## config.mk

```make
export PLATFORM = sky130hd
export DESIGN_NAME = line_sensor_steering_flat
export DESIGN_NICKNAME = d
export VERILOG_FILES = /design/src/hw/rtl/lss_pkg.sv /design/src/hw/rtl/lss_req_if.sv /design/src/hw/rtl/lss_rsp_if.sv /design/src/hw/rtl/lss_cell.sv /design/src/hw/rtl/lss_shape.sv /design/src/hw/rtl/lss_steer.sv /design/src/hw/rtl/line_sensor_steering.sv /design/src/flat_wrapper.sv
export SDC_FILE = /design/constraint.sdc
export NUM_CORES = 1
export LEC_CHECK = 0
export ABC_AREA = 1
export BUFFER_PORTS_ARGS = -buffer_cell sky130_fd_sc_hd__buf_4
export CAP_MARGIN = 20
export CORE_UTILIZATION = 55
export DETAILED_ROUTE_END_ITERATION = 16
export PLACE_DENSITY = 0.84
export SLEW_MARGIN = 30
export SYNTH_ARGS = -nofsm -noshare
export SYNTH_HDL_FRONTEND = slang
export SYNTH_HIERARCHICAL = 1
export SYNTH_SLANG_ARGS = --single-unit
```

## constraint.sdc

```tcl
create_clock -name clock -period 7.2 [get_ports clock]
set_input_delay 0.36 -clock clock [delete_from_list [all_inputs] [get_ports clock]]
set_output_delay 0.36 -clock clock [all_outputs]
set_load 0.05 [all_outputs]
```

## src/hw/rtl/lss_pkg.sv

```systemverilog
package lss_pkg;

   localparam int NUM_SENSORS      = 16;
   localparam int SENSORS_PER_CELL = 4;
   localparam int NUM_CELLS        = NUM_SENSORS / SENSORS_PER_CELL;
   localparam int CELL_IDX_W       = $clog2(NUM_CELLS);
   localparam int LANE_W           = $clog2(SENSORS_PER_CELL);
   localparam int IDX_W            = $clog2(NUM_SENSORS);
   localparam int CNT_W            = IDX_W + 1;
   localparam int MID_W            = IDX_W + 1;

   localparam int FRAME_W  = 64;
   localparam int TIME_W   = 32;
   localparam int CMD_W    = 16;
   localparam int MARGIN_W = 12;
   localparam int HOLD_W   = 16;
   localparam int RUN_W    = 4;
   localparam int CSR_W    = 16;
   localparam int CSR_IDX_W = 3;

   // Signed coefficients and the proportional numerator.
   localparam int COEF_W = CMD_W + 2;
   localparam int NUM_W  = COEF_W + 6;

   localparam logic [CMD_W-1:0]    SERVO_HIGH_RST  = 16'd2100;
   localparam logic [CMD_W-1:0]    SERVO_LOW_RST   = 16'd900;
   localparam logic [MARGIN_W-1:0] EDGE_MARGIN_RST = 12'd200;
   localparam logic [HOLD_W-1:0]   HOLDOFF_RST     = 16'd300;
   localparam logic [RUN_W-1:0]    BAND_LOW_RST    = 4'd3;
   localparam logic [RUN_W-1:0]    BAND_HIGH_RST   = 4'd6;
   localparam logic [RUN_W-1:0]    TURN_LENGTH_RST = 4'd8;

   localparam logic [MID_W-1:0] MID_CENTRE = 5'd8;

   typedef enum logic [CSR_IDX_W-1:0] {
      CSR_SERVO_HIGH  = 3'd0,
      CSR_SERVO_LOW   = 3'd1,
      CSR_EDGE_MARGIN = 3'd2,
      CSR_HOLDOFF     = 3'd3,
      CSR_BAND_LOW    = 3'd4,
      CSR_BAND_HIGH   = 3'd5,
      CSR_TURN_LENGTH = 3'd6
   } csr_index_type;

   // Travels along the cell row.
   typedef struct packed {
      logic [NUM_SENSORS-1:0] lit;
      logic [IDX_W-1:0]       first;
      logic [IDX_W-1:0]       last;
      logic [CNT_W-1:0]       count;
      logic [TIME_W-1:0]      now_ms;
   } scan_type;

   // Decision inputs for the steering stage.
   typedef struct packed {
      logic              active;
      logic              prop_ok;
      logic              hard_ok;
      logic              hard_hi;
      logic [CMD_W-1:0]  prop_cmd;
      logic [TIME_W-1:0] now_ms;
   } steer_type;

endpackage

```

## src/hw/rtl/lss_req_if.sv

```systemverilog
interface lss_req_if;
   logic                       valid;
   logic                       ready;
   logic [lss_pkg::FRAME_W-1:0] lower_frame;
   logic [lss_pkg::FRAME_W-1:0] upper_frame;
   logic [lss_pkg::TIME_W-1:0]  now_ms;

   modport source (output valid, output lower_frame, output upper_frame, output now_ms,
                   input ready);
   modport sink   (input valid, input lower_frame, input upper_frame, input now_ms,
                   output ready);
endinterface

```

## src/hw/rtl/lss_rsp_if.sv

```systemverilog
interface lss_rsp_if;
   logic                      valid;
   logic                      ready;
   logic [lss_pkg::CMD_W-1:0] servo_command;
   logic                      hard_turn;

   modport source (output valid, output servo_command, output hard_turn, input ready);
   modport sink   (input valid, input servo_command, input hard_turn, output ready);
endinterface

```

## src/hw/rtl/lss_cell.sv

```systemverilog
module lss_cell (
   input  logic                                clock,
   input  logic                                reset,
   input  logic [lss_pkg::CELL_IDX_W-1:0]      cell_idx,
   input  logic                                in_valid,
   output logic                                in_ready,
   input  lss_pkg::scan_type                   in_data,
   output logic                                out_valid,
   input  logic                                out_ready,
   output lss_pkg::scan_type                   out_data
);

   logic              valid_ff;
   lss_pkg::scan_type data_ff;
   lss_pkg::scan_type data_in;

   // Fold this cell's sensors into the running first/last/count.
   always_comb begin
      logic [lss_pkg::IDX_W-1:0] idx;
      data_in = in_data;
      for (int j = 0; j < lss_pkg::SENSORS_PER_CELL; j++) begin
         idx = {cell_idx, lss_pkg::LANE_W'(j)};
         if (data_in.lit[idx]) begin
            if (data_in.count == '0) begin
               data_in.first = idx;
            end
            data_in.last  = idx;
            data_in.count = data_in.count + lss_pkg::CNT_W'(1);
         end
      end
   end

   assign in_ready  = !valid_ff || out_ready;
   assign out_valid = valid_ff;
   assign out_data  = data_ff;

   always_ff @(posedge clock) begin
      if (reset) begin
         valid_ff <= 1'b0;
      end else if (in_ready) begin
         valid_ff <= in_valid;
      end
      if (in_ready && in_valid) begin
         data_ff <= data_in;
      end
   end

endmodule

```

## src/hw/rtl/lss_shape.sv

```systemverilog
module lss_shape (
   input  logic                                 clock,
   input  logic                                 reset,
   input  logic                                 in_valid,
   output logic                                 in_ready,
   input  lss_pkg::scan_type                    in_data,
   input  logic signed [lss_pkg::COEF_W-1:0]    coef_a,
   input  logic signed [lss_pkg::COEF_W-1:0]    coef_b,
   input  logic [lss_pkg::RUN_W-1:0]            band_low,
   input  logic [lss_pkg::RUN_W-1:0]            band_high,
   input  logic [lss_pkg::RUN_W-1:0]            turn_length,
   output logic                                 out_valid,
   input  logic                                 out_ready,
   output lss_pkg::steer_type                   out_data
);

   localparam int NUM_W = lss_pkg::NUM_W;

   logic                      valid_ff;
   lss_pkg::steer_type        data_ff;
   lss_pkg::steer_type        data_in;
   logic [lss_pkg::MID_W-1:0] mid;
   logic [lss_pkg::RUN_W-1:0] run;
   logic signed [NUM_W-1:0]   mid_ext;
   logic signed [NUM_W-1:0]   b_ext;
   logic signed [NUM_W-1:0]   a16;
   logic signed [NUM_W-1:0]   prod;
   logic signed [NUM_W-1:0]   num;
   logic [NUM_W-5:0]          quot;

   always_comb begin
      // Widen the sum by a bit: first + last + 2 reaches 32 for sensor fifteen alone.
      mid  = lss_pkg::MID_W'(((lss_pkg::MID_W+1)'(in_data.first)
             + (lss_pkg::MID_W+1)'(in_data.last) + (lss_pkg::MID_W+1)'(2)) >> 1);
      run  = lss_pkg::RUN_W'(in_data.count - lss_pkg::CNT_W'(1));
      mid_ext = $signed({{(NUM_W - lss_pkg::MID_W){1'b0}}, mid});
      b_ext   = $signed({{(NUM_W - lss_pkg::COEF_W){coef_b[lss_pkg::COEF_W-1]}}, coef_b});
      a16     = $signed({{(NUM_W - lss_pkg::COEF_W - 4){coef_a[lss_pkg::COEF_W-1]}},
                         coef_a, 4'b0000});
      prod    = mid_ext * b_ext;
      num     = a16 - prod;
      quot    = num[NUM_W-1:4];

      data_in.active  = in_data.count != '0;
      data_in.prop_ok = (run >= band_low) && (run <= band_high);
      data_in.hard_ok = (run >= turn_length) || (in_data.count == lss_pkg::CNT_W'(1));
      data_in.hard_hi = mid < lss_pkg::MID_CENTRE;
      data_in.now_ms  = in_data.now_ms;
      // Negative numerators truncate to zero or below: clamp to zero; saturate on overflow.
      priority if (num[NUM_W-1]) begin
         data_in.prop_cmd = '0;
      end else if (quot[NUM_W-5:lss_pkg::CMD_W] != '0) begin
         data_in.prop_cmd = '1;
      end else begin
         data_in.prop_cmd = quot[lss_pkg::CMD_W-1:0];
      end
   end

   assign in_ready  = !valid_ff || out_ready;
   assign out_valid = valid_ff;
   assign out_data  = data_ff;

   always_ff @(posedge clock) begin
      if (reset) begin
         valid_ff <= 1'b0;
      end else if (in_ready) begin
         valid_ff <= in_valid;
      end
      if (in_ready && in_valid) begin
         data_ff <= data_in;
      end
   end

endmodule

```

## src/hw/rtl/lss_steer.sv

```systemverilog
module lss_steer (
   input  logic                          clock,
   input  logic                          reset,
   input  logic                          in_valid,
   output logic                          in_ready,
   input  lss_pkg::steer_type            in_data,
   input  logic [lss_pkg::CMD_W-1:0]     servo_high,
   input  logic [lss_pkg::CMD_W-1:0]     servo_low,
   input  logic [lss_pkg::HOLD_W-1:0]    holdoff_ms,
   output logic                          out_valid,
   input  logic                          out_ready,
   output logic [lss_pkg::CMD_W-1:0]     servo_command,
   output logic                          hard_turn
);

   logic                       valid_ff;
   logic [lss_pkg::CMD_W-1:0]  held_ff;
   logic [lss_pkg::TIME_W-1:0] turn_ff;
   logic                       hard_ff;
   logic [lss_pkg::TIME_W-1:0] elapsed;
   logic                       go;

   assign elapsed = in_data.now_ms - turn_ff;
   assign go      = in_data.active
                    && (elapsed >= {{(lss_pkg::TIME_W - lss_pkg::HOLD_W){1'b0}}, holdoff_ms});

   assign in_ready      = !valid_ff || out_ready;
   assign out_valid     = valid_ff;
   assign servo_command = held_ff;
   assign hard_turn     = hard_ff;

   always_ff @(posedge clock) begin
      if (reset) begin
         valid_ff <= 1'b0;
         held_ff  <= '0;
         turn_ff  <= '0;
         hard_ff  <= 1'b0;
      end else if (in_ready) begin
         valid_ff <= in_valid;
         if (in_valid) begin
            priority if (go && in_data.prop_ok) begin
               held_ff <= in_data.prop_cmd;
               hard_ff <= 1'b0;
            end else if (go && in_data.hard_ok) begin
               held_ff <= in_data.hard_hi ? servo_high : servo_low;
               turn_ff <= in_data.now_ms;
               hard_ff <= 1'b1;
            end else begin
               held_ff <= held_ff;
               hard_ff <= 1'b0;
            end
         end
      end
   end

endmodule

```

## src/hw/rtl/line_sensor_steering.sv

```systemverilog
// Steering command from a sixteen-sensor line bar.
// req_ch (sink): one transaction carries lower_frame, upper_frame (eight sensor
//   bytes each, a sensor counts as lit when its byte is exactly one) and now_ms.
// rsp_ch (source): one transaction per request, in order, with servo_command
//   (the held command after this update) and hard_turn.
// csr_we/csr_index/csr_wdata: register writes, taken on any edge with csr_we
//   high; write only while no request is in flight.
// Pipeline: a request passes through four cells of the sensor row, one stage for
//   the proportional term (one small multiply) and one output register that also
//   holds the steering state.
// Throughput: one transaction per cycle while rsp_ch.ready stays high; every stage
//   takes a new transaction while its neighbour downstream drains, so a stalled
//   receiver first fills the six stages before req_ch.ready drops.
// Reset: registers return to their defaults, the held command and the last
//   turn time go to zero and the pipeline empties.
module line_sensor_steering (
   input  logic                           clock,
   input  logic                           reset,
   lss_req_if.sink                        req_ch,
   lss_rsp_if.source                      rsp_ch,
   input  logic                           csr_we,
   input  logic [lss_pkg::CSR_IDX_W-1:0]  csr_index,
   input  logic [lss_pkg::CSR_W-1:0]      csr_wdata
);

   localparam int NUM_CELLS = lss_pkg::NUM_CELLS;

   // Configuration registers.
   logic [lss_pkg::CMD_W-1:0]    servo_high_ff;
   logic [lss_pkg::CMD_W-1:0]    servo_low_ff;
   logic [lss_pkg::MARGIN_W-1:0] edge_margin_ff;
   logic [lss_pkg::HOLD_W-1:0]   holdoff_ff;
   logic [lss_pkg::RUN_W-1:0]    band_low_ff;
   logic [lss_pkg::RUN_W-1:0]    band_high_ff;
   logic [lss_pkg::RUN_W-1:0]    turn_length_ff;

   // Derived coefficients, settled long before a transaction reaches them.
   logic signed [lss_pkg::COEF_W-1:0] coef_a_ff;
   logic signed [lss_pkg::COEF_W-1:0] coef_b_ff;
   logic signed [lss_pkg::COEF_W-1:0] coef_a_in;
   logic signed [lss_pkg::COEF_W-1:0] coef_b_in;

   logic                cell_valid [0:NUM_CELLS];
   logic                cell_ready [0:NUM_CELLS];
   lss_pkg::scan_type   cell_data  [0:NUM_CELLS];

   logic                shape_valid;
   logic                shape_ready;
   lss_pkg::steer_type  shape_data;

   always_ff @(posedge clock) begin
      if (reset) begin
         servo_high_ff  <= lss_pkg::SERVO_HIGH_RST;
         servo_low_ff   <= lss_pkg::SERVO_LOW_RST;
         edge_margin_ff <= lss_pkg::EDGE_MARGIN_RST;
         holdoff_ff     <= lss_pkg::HOLDOFF_RST;
         band_low_ff    <= lss_pkg::BAND_LOW_RST;
         band_high_ff   <= lss_pkg::BAND_HIGH_RST;
         turn_length_ff <= lss_pkg::TURN_LENGTH_RST;
      end else if (csr_we) begin
         unique case (lss_pkg::csr_index_type'(csr_index))
            lss_pkg::CSR_SERVO_HIGH:  servo_high_ff  <= csr_wdata[lss_pkg::CMD_W-1:0];
            lss_pkg::CSR_SERVO_LOW:   servo_low_ff   <= csr_wdata[lss_pkg::CMD_W-1:0];
            lss_pkg::CSR_EDGE_MARGIN: edge_margin_ff <= csr_wdata[lss_pkg::MARGIN_W-1:0];
            lss_pkg::CSR_HOLDOFF:     holdoff_ff     <= csr_wdata[lss_pkg::HOLD_W-1:0];
            lss_pkg::CSR_BAND_LOW:    band_low_ff    <= csr_wdata[lss_pkg::RUN_W-1:0];
            lss_pkg::CSR_BAND_HIGH:   band_high_ff   <= csr_wdata[lss_pkg::RUN_W-1:0];
            lss_pkg::CSR_TURN_LENGTH: turn_length_ff <= csr_wdata[lss_pkg::RUN_W-1:0];
            default: begin
               // drop writes to unused indices
            end
         endcase
      end
   end

   // A = high - margin, B = high - low - 2*margin, both exact in signed form.
   assign coef_a_in = $signed({2'b00, servo_high_ff})
                      - $signed({{(lss_pkg::COEF_W - lss_pkg::MARGIN_W){1'b0}}, edge_margin_ff});
   assign coef_b_in = $signed({2'b00, servo_high_ff}) - $signed({2'b00, servo_low_ff})
                      - $signed({{(lss_pkg::COEF_W - lss_pkg::MARGIN_W - 1){1'b0}},
                                 edge_margin_ff, 1'b0});

   always_ff @(posedge clock) begin
      coef_a_ff <= coef_a_in;
      coef_b_ff <= coef_b_in;
   end

   // Decode the sensor bytes; the frames list sensors from the top byte down.
   always_comb begin
      cell_data[0] = '0;
      for (int i = 0; i < 8; i++) begin
         cell_data[0].lit[i]     = req_ch.lower_frame[8*(7-i) +: 8] == 8'd1;
         cell_data[0].lit[i + 8] = req_ch.upper_frame[8*(7-i) +: 8] == 8'd1;
      end
      cell_data[0].now_ms = req_ch.now_ms;
   end

   assign cell_valid[0] = req_ch.valid;
   assign req_ch.ready  = cell_ready[0];

   // Row of scan cells: each folds its group of sensors and hands on.
   for (genvar g = 0; g < NUM_CELLS; g++) begin : g_cell
      lss_cell u_cell (
         .clock     (clock),
         .reset     (reset),
         .cell_idx  (lss_pkg::CELL_IDX_W'(g)),
         .in_valid  (cell_valid[g]),
         .in_ready  (cell_ready[g]),
         .in_data   (cell_data[g]),
         .out_valid (cell_valid[g+1]),
         .out_ready (cell_ready[g+1]),
         .out_data  (cell_data[g+1])
      );
   end

   lss_shape u_shape (
      .clock       (clock),
      .reset       (reset),
      .in_valid    (cell_valid[NUM_CELLS]),
      .in_ready    (cell_ready[NUM_CELLS]),
      .in_data     (cell_data[NUM_CELLS]),
      .coef_a      (coef_a_ff),
      .coef_b      (coef_b_ff),
      .band_low    (band_low_ff),
      .band_high   (band_high_ff),
      .turn_length (turn_length_ff),
      .out_valid   (shape_valid),
      .out_ready   (shape_ready),
      .out_data    (shape_data)
   );

   // Apply holdoff, update the held command and present the result.
   lss_steer u_steer (
      .clock         (clock),
      .reset         (reset),
      .in_valid      (shape_valid),
      .in_ready      (shape_ready),
      .in_data       (shape_data),
      .servo_high    (servo_high_ff),
      .servo_low     (servo_low_ff),
      .holdoff_ms    (holdoff_ff),
      .out_valid     (rsp_ch.valid),
      .out_ready     (rsp_ch.ready),
      .servo_command (rsp_ch.servo_command),
      .hard_turn     (rsp_ch.hard_turn)
   );

endmodule

```

## src/flat_wrapper.sv

```systemverilog
// flat-port wrapper written by rule: the top's interface ports become plain ports
module line_sensor_steering_flat 
  (clock, reset, csr_we, csr_index, csr_wdata, req_ch_valid, req_ch_lower_frame, req_ch_upper_frame, req_ch_now_ms, req_ch_ready, rsp_ch_valid, rsp_ch_servo_command, rsp_ch_hard_turn, rsp_ch_ready);
  lss_req_if req_ch_i ();
  lss_rsp_if rsp_ch_i ();
  input  logic clock;
  input  logic reset;
  input  logic csr_we;
  input  logic [lss_pkg::CSR_IDX_W-1:0] csr_index;
  input  logic [lss_pkg::CSR_W-1:0] csr_wdata;
  input wire logic [$bits(req_ch_i.valid)-1:0] req_ch_valid;
  input wire logic [$bits(req_ch_i.lower_frame)-1:0] req_ch_lower_frame;
  input wire logic [$bits(req_ch_i.upper_frame)-1:0] req_ch_upper_frame;
  input wire logic [$bits(req_ch_i.now_ms)-1:0] req_ch_now_ms;
  output wire logic [$bits(req_ch_i.ready)-1:0] req_ch_ready;
  output wire logic [$bits(rsp_ch_i.valid)-1:0] rsp_ch_valid;
  output wire logic [$bits(rsp_ch_i.servo_command)-1:0] rsp_ch_servo_command;
  output wire logic [$bits(rsp_ch_i.hard_turn)-1:0] rsp_ch_hard_turn;
  input wire logic [$bits(rsp_ch_i.ready)-1:0] rsp_ch_ready;
  assign req_ch_i.valid = req_ch_valid;
  assign req_ch_i.lower_frame = req_ch_lower_frame;
  assign req_ch_i.upper_frame = req_ch_upper_frame;
  assign req_ch_i.now_ms = req_ch_now_ms;
  assign req_ch_ready = req_ch_i.ready;
  assign rsp_ch_valid = rsp_ch_i.valid;
  assign rsp_ch_servo_command = rsp_ch_i.servo_command;
  assign rsp_ch_hard_turn = rsp_ch_i.hard_turn;
  assign rsp_ch_i.ready = rsp_ch_ready;
  line_sensor_steering u_core (.clock(clock), .reset(reset), .req_ch(req_ch_i), .rsp_ch(rsp_ch_i), .csr_we(csr_we), .csr_index(csr_index), .csr_wdata(csr_wdata));
endmodule
```

-- Word level (Yosys, flattened, before mapping)
Cells that the tools add are included.
- flip-flop bits (word level): 442
- output and inout bits: 19
- word-level logic and storage cells: 200
- $add $sub $neg: 23
- multipliers: 1
- magnitude comparators: 5
- equal/unequal tests: 23
- multiplexer cells: 37
- bitwise gates (word level): 1
- reductions and logical operators: 59
- operators by type and width (operator ; count):
    2-to-1 mux 13 bit ; 15
    == test 8 x 1 -> 1 bit, second input constant ; 16
    adder 5 x 1 -> 5 bit, second input constant ; 15
    logical NOT 5 bit ; 15
    2-to-1 mux 16 bit ; 4
    2-to-1 mux 4 bit ; 15
    greater-or-equal comparator 32 x 16 -> 1 bit ; 1
    subtractor 32 bit ; 1
    multiplier 6 x 18 -> 24 bit ; 1
    subtractor 21 x 24 -> 24 bit ; 1
    subtractor 18 x 14 -> 18 bit ; 1
    subtractor 16 x 12 -> 17 bit ; 1
    subtractor 16 x 16 -> 17 bit ; 1
    AND reduction 2 bit ; 8
    OR reduction 4 bit ; 3
    == test 3 bit, second input constant ; 3
    logical AND 1 bit ; 9
    greater-or-equal comparator 4 bit ; 2
    OR reduction 2 bit ; 4
    logical OR 1 bit ; 7
    adder 6 x 2 -> 6 bit, second input constant ; 1
    == test 3 x 2 -> 1 bit, second input constant ; 2
    logical NOT 1 bit ; 6
    adder 4 x 4 -> 5 bit ; 1
    other kinds (14) ; 16

-- Depth between registers and ports, before layout
Gate-level depths: netlist of run 1.
- word-level depth: 12
- depth in mapped cells: 32

-- Modules after synthesis
Netlist of run 1, hierarchy kept.
- by module, submodules not included (module ; instances ; cells each ; area an instance (µm²)):
    lss_cell ; 4 ; 254 ; 2924.1
    lss_shape ; 1 ; 890 ; 6839.1
    line_sensor_steering ; 1 ; 786 ; 5783.0
    lss_steer ; 1 ; 979 ; 5408.9

-- Least setup slack after synthesis of run 1
No wires, ideal clock.
- path type: reg-to-reg
- start: register u_core.g_cell[3].u_cell.data_ff (netlist bit u_core/g_cell[3].u_cell/out_data[38])
- end: register u_core.u_shape.data_ff (netlist bit u_core/u_shape/out_data[37]), data pin
- setup time: 0.249 ns
- data arrival time: 5.427 ns
- slack: 1.523 ns
- cell stages (with the launch flop): 31
- buffers on the path: 2
- path through: edfxtp_1 -> inv_1 -> ha_1 -> inv_1 -> ha_1 -> fa_1 -> xor2_1 -> inv_1 -> clkbuf_1 -> nor2_1 -> fa_1 -> fa_1 -> inv_1 -> fa_1 -> inv_1 -> fa_1 -> inv_1 -> ha_1 -> nand2_2 -> inv_1 -> a21oi_1 -> nand2_1 -> nand2_1 -> nand3_1 -> nand2_1 -> nand2_2 -> nor2_4 -> buf_6 -> nand3_1 -> nand2_1 -> inv_1
- cells in the longest elaborated chain, start to end: 6
- ends and longest elaborated chain (item ; RTL line ; source):
    from (decl) ; lss_cell.sv:14 ; lss_pkg::scan_type data_ff;
    from (signal assigned) ; lss_cell.sv:44 ; data_ff <= data_in;
    adder 4 x 4 -> 5 bit * ; lss_shape.sv:34 ; + (lss_pkg::MID_W+1)'(in_data.last) + (lss_pkg::MID_W+1)'(2)) >> 1);
    adder 6 x 2 -> 6 bit * ; lss_shape.sv:34 ;
    multiplier 6 x 18 -> 24 bit * ; lss_shape.sv:40 ; prod = mid_ext * b_ext;
    subtractor 21 x 24 -> 24 bit * ; lss_shape.sv:41 ; num = a16 - prod;
    nonzero test 4 bit ; lss_shape.sv:52 ; end else if (quot[NUM_W-5:lss_pkg::CMD_W] != '0) begin
    2-to-1 mux 16 bit ; lss_shape.sv:52 ;
    to (signal assigned) ; lss_shape.sv:70 ; data_ff <= data_in;
    to (decl) ; lss_shape.sv:20 ; lss_pkg::steer_type data_ff;
Every way passes the cells marked *; elsewhere a longest branch is shown, timed or not.
A chain may end at the register's enable or synchronous reset.

-- Worst setup path in the final report of run 1
- start: register u_core.g_cell[3].u_cell.data_ff (netlist bit u_core/g_cell[3].u_cell/out_data[42])
- end: register u_core.u_shape.data_ff (netlist bit u_core/u_shape/out_data[36]), data pin
Same word-level chain as after synthesis.

==> run_results.csv, run 1 <==
group,metric,value,unit
die,die-height,233,µm
critical_path,cp_data_arrival_time,6.60,ns
pwr,share_seq_of_total_power,24.8,%
run_status,outcome,"finished, final reports clean",
timing,setup_tns,0,ns
pwr,switching_power,0.00575,W
clock_network,cts-htree-levels,2,
cells_and_area,ant_diodes,0,
flow_run,max_capacitance_violation_count,0,
pwr,vdd_ir_drop_max,741,µV
critical_path,path_class,"reg -> reg",
timing,hold_viol_final,0,
clock_network,postCtsSetupBuffers,0,
critical_path,rr_startpoint,"u_core/g_cell[3].u_cell/out_data[42]",
cells_and_area,final_layout_size_suffix_gt1_share,12.4,%
routing,finalWirelength,69800,µm
routing,route.detailed.drc,0,
timing,tightest_slew,0.972,ns
yosys,post_synthesis_instance_area,29200,µm²
clock_network,insertion_delay,0.57,ns
timing,slew_viol_final,0,
global_routing,grt_pass1_vias,22700,
global_routing,gr-usage-all-layers,25.8,%
timing,clock.fmax,0.160,GHz
critical_path,reg2reg_slack,0.93,ns
routing,wl_per_cell,15.0,µm
cells_and_area,nNetsFinal,4390,
timing,fin_worst_hold_slack,0.0611,ns
die,die_area,54100,µm²
timing,finClkSkew,0.0238,ns
routing,route.vias.total,24100,
global_routing,grt_first_pass_wirelength,111000,µm
cells_and_area,fill_cells,4322,
yosys,syn-mean-instance-area,8.00,µm²
yosys,synthesis.yosys.warnings,6,
die,placement_rows,84,
clock_network,clock_tree_from_tritoncts,"built",
critical_path,critPathLaunchType,"flop",
place,detailedPlacementHpwl,53700,µm
timing,grt_setup_unrepaired,"false",
clock_network,clk_root_buffer_cell,"clkbuf_16",
hold_path,min-delay-start,"csr_wdata[5]",
critical_path,crit_path_end_kind,"flop",
clock_network,cts_sinks,442,
critical_path,ff2ff_path_depth,26,
pwr,power_per_cell_area,378,nW/µm²
routing,detail-route-antenna-nets,0,
die,floorplan.io_pins,203,
hold_path,min-delay-path-class,"in -> reg",
yosys,post_synth_inst_count,3655,
place,area_post_placement,31600,µm²
pwr,switching_share,45.6,%
place,place.port_buffers,202,
timing,worst_slew_margin_rel,35.0,%
routing,detailedRoute.firstPassIterationCount,6,
global_routing,grt-ovfl-total,0,
die,initial_core_util,55.7,%
timing,setup_violations,0,
clock_network,cts_buffers,43,
global_routing,grt_start_max_net_pins,66,
cells_and_area,syn2layout_area_growth,14.2,%
hold_path,whs_endpoint,"u_core/holdoff_ff[5]",
hold_path,min_path_cells,3,
clock_network,cts_buffer_depth,3,
pwr,cell_internal_pwr,0.00687,W
global_routing,initial_antenna_violation_count,0,
timing,finalCriticalPeriod,6.27,ns
pwr,clkPwrFrac,18.6,%
critical_path,critical_path.max_fanout,18,
timing,fin_crit_sh,87.0,%
critical_path,critical_path_required,7.53,ns
place,routabilityCongestion,0.967,
routing,drtIter0Drc,2007,
clock_network,cts.clk_slew.worst_paths,0.07,ns
die,core-area,52600,µm²
die,floorplan.die.width,233,µm
critical_path,critical_path.reg2reg.endpoint,"u_core/u_shape/out_data[36]",
routing,drt-vias-per-instance,5.17,
cells_and_area,stdcell_area,33400,µm²
pwr,power.share.combinational,56.6,%
pwr,static-leakage-power,16.8,nW
[critical path: stages (launching register included)]
cell,delay (ns)
edfxtp_1,0.33
inv_1,0.04
ha_1,0.27
inv_1,0.04
ha_1,0.22
fa_1,0.98
nand2_1,0.27
fa_1,0.60
inv_1,0.07
ha_1,0.28
inv_1,0.05
fa_1,0.52
inv_1,0.05
fa_1,0.52
inv_1,0.04
ha_1,0.35
inv_1,0.07
nor3_1,0.26
nand2_1,0.11
nor2_1,0.09
nand2_1,0.07
nand4_1,0.07
nand2_1,0.09
nor2_4,0.33
nand3_1,0.14
nand2_1,0.10
inv_1,0.05
[power by group through the flow]
stage          Sequential, W  Clock, W  Combinational [W]
6_report             0.00312   0.00235            0.00715
5_1_grt              0.00313   0.00247            0.00812
4_1_cts              0.00312   0.00237            0.00712
3_5_place_dp         0.00317         0            0.00707
3_3_place_gp         0.00317         0            0.00692
2_1_floorplan        0.00314         0            0.00564
[stage by stage]
| step | worst slack, ns | total power, W | cells | utilization [%] |
|---|---|---|---|---|
| after global placement | 1.17 | 0.0101 | 4554 | 60.1 |
| after detailed placement | 0.959 | 0.0102 | 4554 | 60.1 |
| after global routing | 0.427 | 0.0137 | 4665 | 63.5 |
| after floorplan | 1.52 | 0.00878 | 3710 | - |
| final | 0.933 | 0.0126 | 4665 | 63.5 |
| after CTS | 0.968 | 0.0126 | 4665 | 63.5 |
[metal layers]
layer | up-vias | GRT usage, % | part of all wire (%)
met5 | - | 0 | 0
met1 | 11100 | 33.0 | 42
met2 | 894 | 44.2 | 48
met4 | 0 | 8.23 | 2.9
met3 | 133 | 4.30 | 7.7
li1 | 12000 | - | -
[cells in the final DEF, fill, tap and decap left out, types with 14 or more instances in the layout]
cell and instances:
nand2_1 876, inv_1 740, nor2_1 372, edfxtp_1 280
buf_4 212, nand3_1 194, ha_1 185, dfxtp_1 162
a21oi_1 107, o21ai_0 99, fa_1 78, nand2_2 76
xor2_1 61, conb_1 57, nand4_1 49, clkbuf_16 45
xnor2_1 39, dlygate4sd3_1 32, inv_2 22, nand3_2 22
nand2_4 22, nor2_2 17, nor4_1 17, or4_1 16
mux2_2 16, o21ai_1 14, a21boi_0 14
[layout make-up]
type	instances	area (µm²)	area share (%)
multi-input combinational	2443	14600	43.7
sequential	442	11700	34.9
inverter	769	2900	8.68
timing repair buffer	244	1910	5.73
clock buffer	61	1230	3.67
tap	688	861	2.58
clock inverter	18	239	0.716
[worst max path at each step]
stage                                              start                          end  cells after the start
floorplan           u_core/g_cell[3].u_cell/out_data[38]  u_core/u_shape/out_data[37]                     30
global placement    u_core/g_cell[3].u_cell/out_data[38]  u_core/u_shape/out_data[39]                     26
detailed placement  u_core/g_cell[3].u_cell/out_data[42]  u_core/u_shape/out_data[36]                     26
CTS                 u_core/g_cell[3].u_cell/out_data[42]  u_core/u_shape/out_data[36]                     26
global route        u_core/g_cell[3].u_cell/out_data[42]  u_core/u_shape/out_data[33]                     26
finish              u_core/g_cell[3].u_cell/out_data[42]  u_core/u_shape/out_data[36]                     26
[timing repair]
| item | in CTS | in global routing |
|---|---|---|
| endpoints found under the hold margin | 32 | 0 |
| hold buffers | 32 | 0 |
| gates resized for setup | 0 | 0 |
[registers in the layout, summed over array words and instances, names as in the netlist, 17 cells and up]
name                           count
u_core/g_cell.u_cell/out_data    228
u_core/coef_b_ff                  18
u_core/u_steer/turn_ff            32
u_core/u_shape/out_data           52
u_core/coef_a_ff                  17
Note: power is estimated with default switching activity, not from simulation.
==> run 2, diff against run 1 <==
- PLACE_DENSITY: 0.84 -> 0.86
- RECOVER_POWER: not set -> 50
- clock period: 7.2 -> 5.4 ns (I/O delays scaled with it)
==> run_results.csv, run 2 (synthesis results as in run 1) <==
group,metric,value,unit
die,initial_core_util,55.7,%
flow_run,max_capacitance_violation_count,3,
critical_path,reg2reg_slack,-0.44,ns
pwr,totalPowerFinal,0.0248,W
cells_and_area,syn2layout_area_growth,23.0,%
critical_path,path_class,"reg -> reg",
die,die-height,233,µm
hold_path,whs_endpoint,"u_core/holdoff_ff[2]",
critical_path,critical_path.reg2reg.endpoint,"u_core/u_shape/out_data[44]",
die,die_area,54100,µm²
routing,finalWirelength,78900,µm
routing,drt-vias-per-instance,5.28,
cells_and_area,final_core_util,68.4,%
clock_network,cts_buffer_depth,3,
routing,route.detailed.drc,0,
run_status,outcome,"complete, but fails checks",
hold_path,min-delay-path-class,"in -> reg",
timing,hold_viol_final,0,
place,place.port_buffers,202,
pwr,vdd_ir_drop_max,998,µV
clock_network,cts_buffers,46,
timing,slew_viol_final,134,
clock_network,insertion_delay,0.62,ns
timing,layout_setup_ws,-0.438,ns
global_routing,grt-ovfl-total,0,
hold_path,min-delay-start,"csr_index[0]",
place,routabilityCongestion,0.958,
clock_network,clock_tree_from_tritoncts,"built",
routing,detail-route-antenna-nets,0,
timing,worst_slew_margin_rel,-96.9,%
clock_network,cts_sinks,442,
routing,wl_per_cell,16.4,µm
timing,clock.fmax,0.171,GHz
routing,detailedRoute.firstPassIterationCount,6,
cells_and_area,largest_reg_flops,228,
timing,setup_violations,16,
timing,tightest_slew,2.95,ns
cells_and_area,mostFrequentLayoutCells,"nand2_1, inv_1, nor2_1, edfxtp_1, buf_4",
die,floorplan.io_pins,203,
cells_and_area,nNetsFinal,4533,
critical_path,critPathLaunchType,"flop",
clock_network,clk_root_buffer_cell,"clkbuf_16",
cells_and_area,layout_commonest_cell,"nand2_1",
timing,finClkSkew,0.0276,ns
die,core-area,52600,µm²
run_status,violations_in_the_final_reports,"capacitance limit, slew limit, setup timing",
pwr,power_per_cell_area,689,nW/µm²
critical_path,ff2ff_path_depth,30,
timing,fin_crit_sh,108,%
hold_path,min_path_cells,5,
global_routing,grt_first_pass_wirelength,121000,µm
cells_and_area,final_layout_size_suffix_gt1_share,18.5,%
critical_path,cp_data_arrival_time,6.20,ns
global_routing,initial_antenna_violation_count,2,
pwr,static-leakage-power,17.6,nW
critical_path,critical_path_required,5.76,ns
timing,grt_setup_unrepaired,"true",
routing,route.vias.total,25400,
die,placement_rows,84,
critical_path,cpMaxStageDelayCell,"fa_1",
global_routing,grt_start_max_net_pins,73,
critical_path,critical_path.max_fanout,8,
critical_path,timing.critical_path.slowest_cell_delay,0.55,ns
critical_path,cpLargestDelayFamily,"adder cells",
critical_path,rr_startpoint,"u_core/g_cell[3].u_cell/out_data[38]",
global_routing,gr-usage-all-layers,28.0,%
critical_path,crit_path_end_kind,"flop",
timing,finalCriticalPeriod,5.84,ns
global_routing,grt_pass1_vias,24400,
place,area_post_placement,32300,µm²
clock_network,cts-htree-levels,2,
die,floorplan.die.width,233,µm
critical_path,critical_path.most_common_cell,"inv_2",
critical_path,worstPathBufferInverterCount,10,
cells_and_area,stdcell_area,36000,µm²
clock_network,cts.clk_slew.worst_paths,0.06,ns
routing,drtIter0Drc,2237,
place,detailedPlacementHpwl,54400,µm
-- run 2: repair_timing --
item                                   in CTS  in global routing
gates resized for setup                    69                176
gates cloned                                2                  1
hold buffers                               83                  0
endpoints found under the hold margin      89                  0
pin swaps                                  12                131
buffers inserted                           11                 14
setup endpoints to repair                  16                 16
-- run 2: stage by stage --
| step | worst slack (ns) | instances | TNS [ns] | hold slack [ns] |
|---|---|---|---|---|
| 2_1_floorplan | 0.0137 | 3710 | 0 | 0.339 |
| 3_3_place_gp | -0.220 | 4615 | -3.29 | 0.401 |
| 3_5_place_dp | -0.362 | 4615 | -5.44 | 0.405 |
| 4_1_cts | -0.167 | 4797 | -2.24 | 0.127 |
| 5_1_grt | -0.657 | 4814 | -9.53 | 0.166 |
| 6_report | -0.438 | 4814 | -6.04 | 0.145 |
-- run 2: worst max-delay path by stage --
stage | startpoint | depth (start not counted) | end | slack (ns)
5_1_grt | u_core/g_cell[3].u_cell/out_data[38] | 30 | u_core/u_shape/out_data[44] | -0.66
4_1_cts | u_core/g_cell[3].u_cell/out_data[39] | 29 | u_core/u_shape/out_data[33] | -0.17
2_1_floorplan | u_core/g_cell[3].u_cell/out_data[43] | 28 | u_core/u_shape/out_data[44] | 0.01
3_3_place_gp | u_core/g_cell[3].u_cell/out_data[38] | 28 | u_core/u_shape/out_data[42] | -0.22
6_report | u_core/g_cell[3].u_cell/out_data[38] | 30 | u_core/u_shape/out_data[44] | -0.44
3_5_place_dp | u_core/g_cell[3].u_cell/out_data[38] | 29 | u_core/u_shape/out_data[41] | -0.36
-- run 2: area by class of cell --
class	count	area, µm²
tap	688	861
sequential	442	11700
antenna	2	5.00
inverter	769	2930
timing repair inverter	1	30.0
clock buffer	59	1280
fill	3884	16600
multi-input combinational	2443	15600
clock inverter	27	485
timing repair buffer	383	3130
-- run 2: power by group --
group	switching (W)	internal [W]
Clock	0.00145	0.00223
Combinational	0.00957	0.00734
Sequential	0.000160	0.00404
-- run 2: worst min-delay path: stages --
cell,delay (ns)
buf_4,0.13
inv_2,0.07
nor3_4,0.09
nand2_1,0.07
nand3_1,0.07
-- run 2: routing by layer --
layer  vias to the layer above  part of all wire (%)  track usage, %
li1                      12300                     -               -
met1                     11800                    40            34.6
met2                      1098                    49            48.5
met3                       234                   7.6            4.78
met4                         0                   4.3            10.9
met5                         -                     0               0
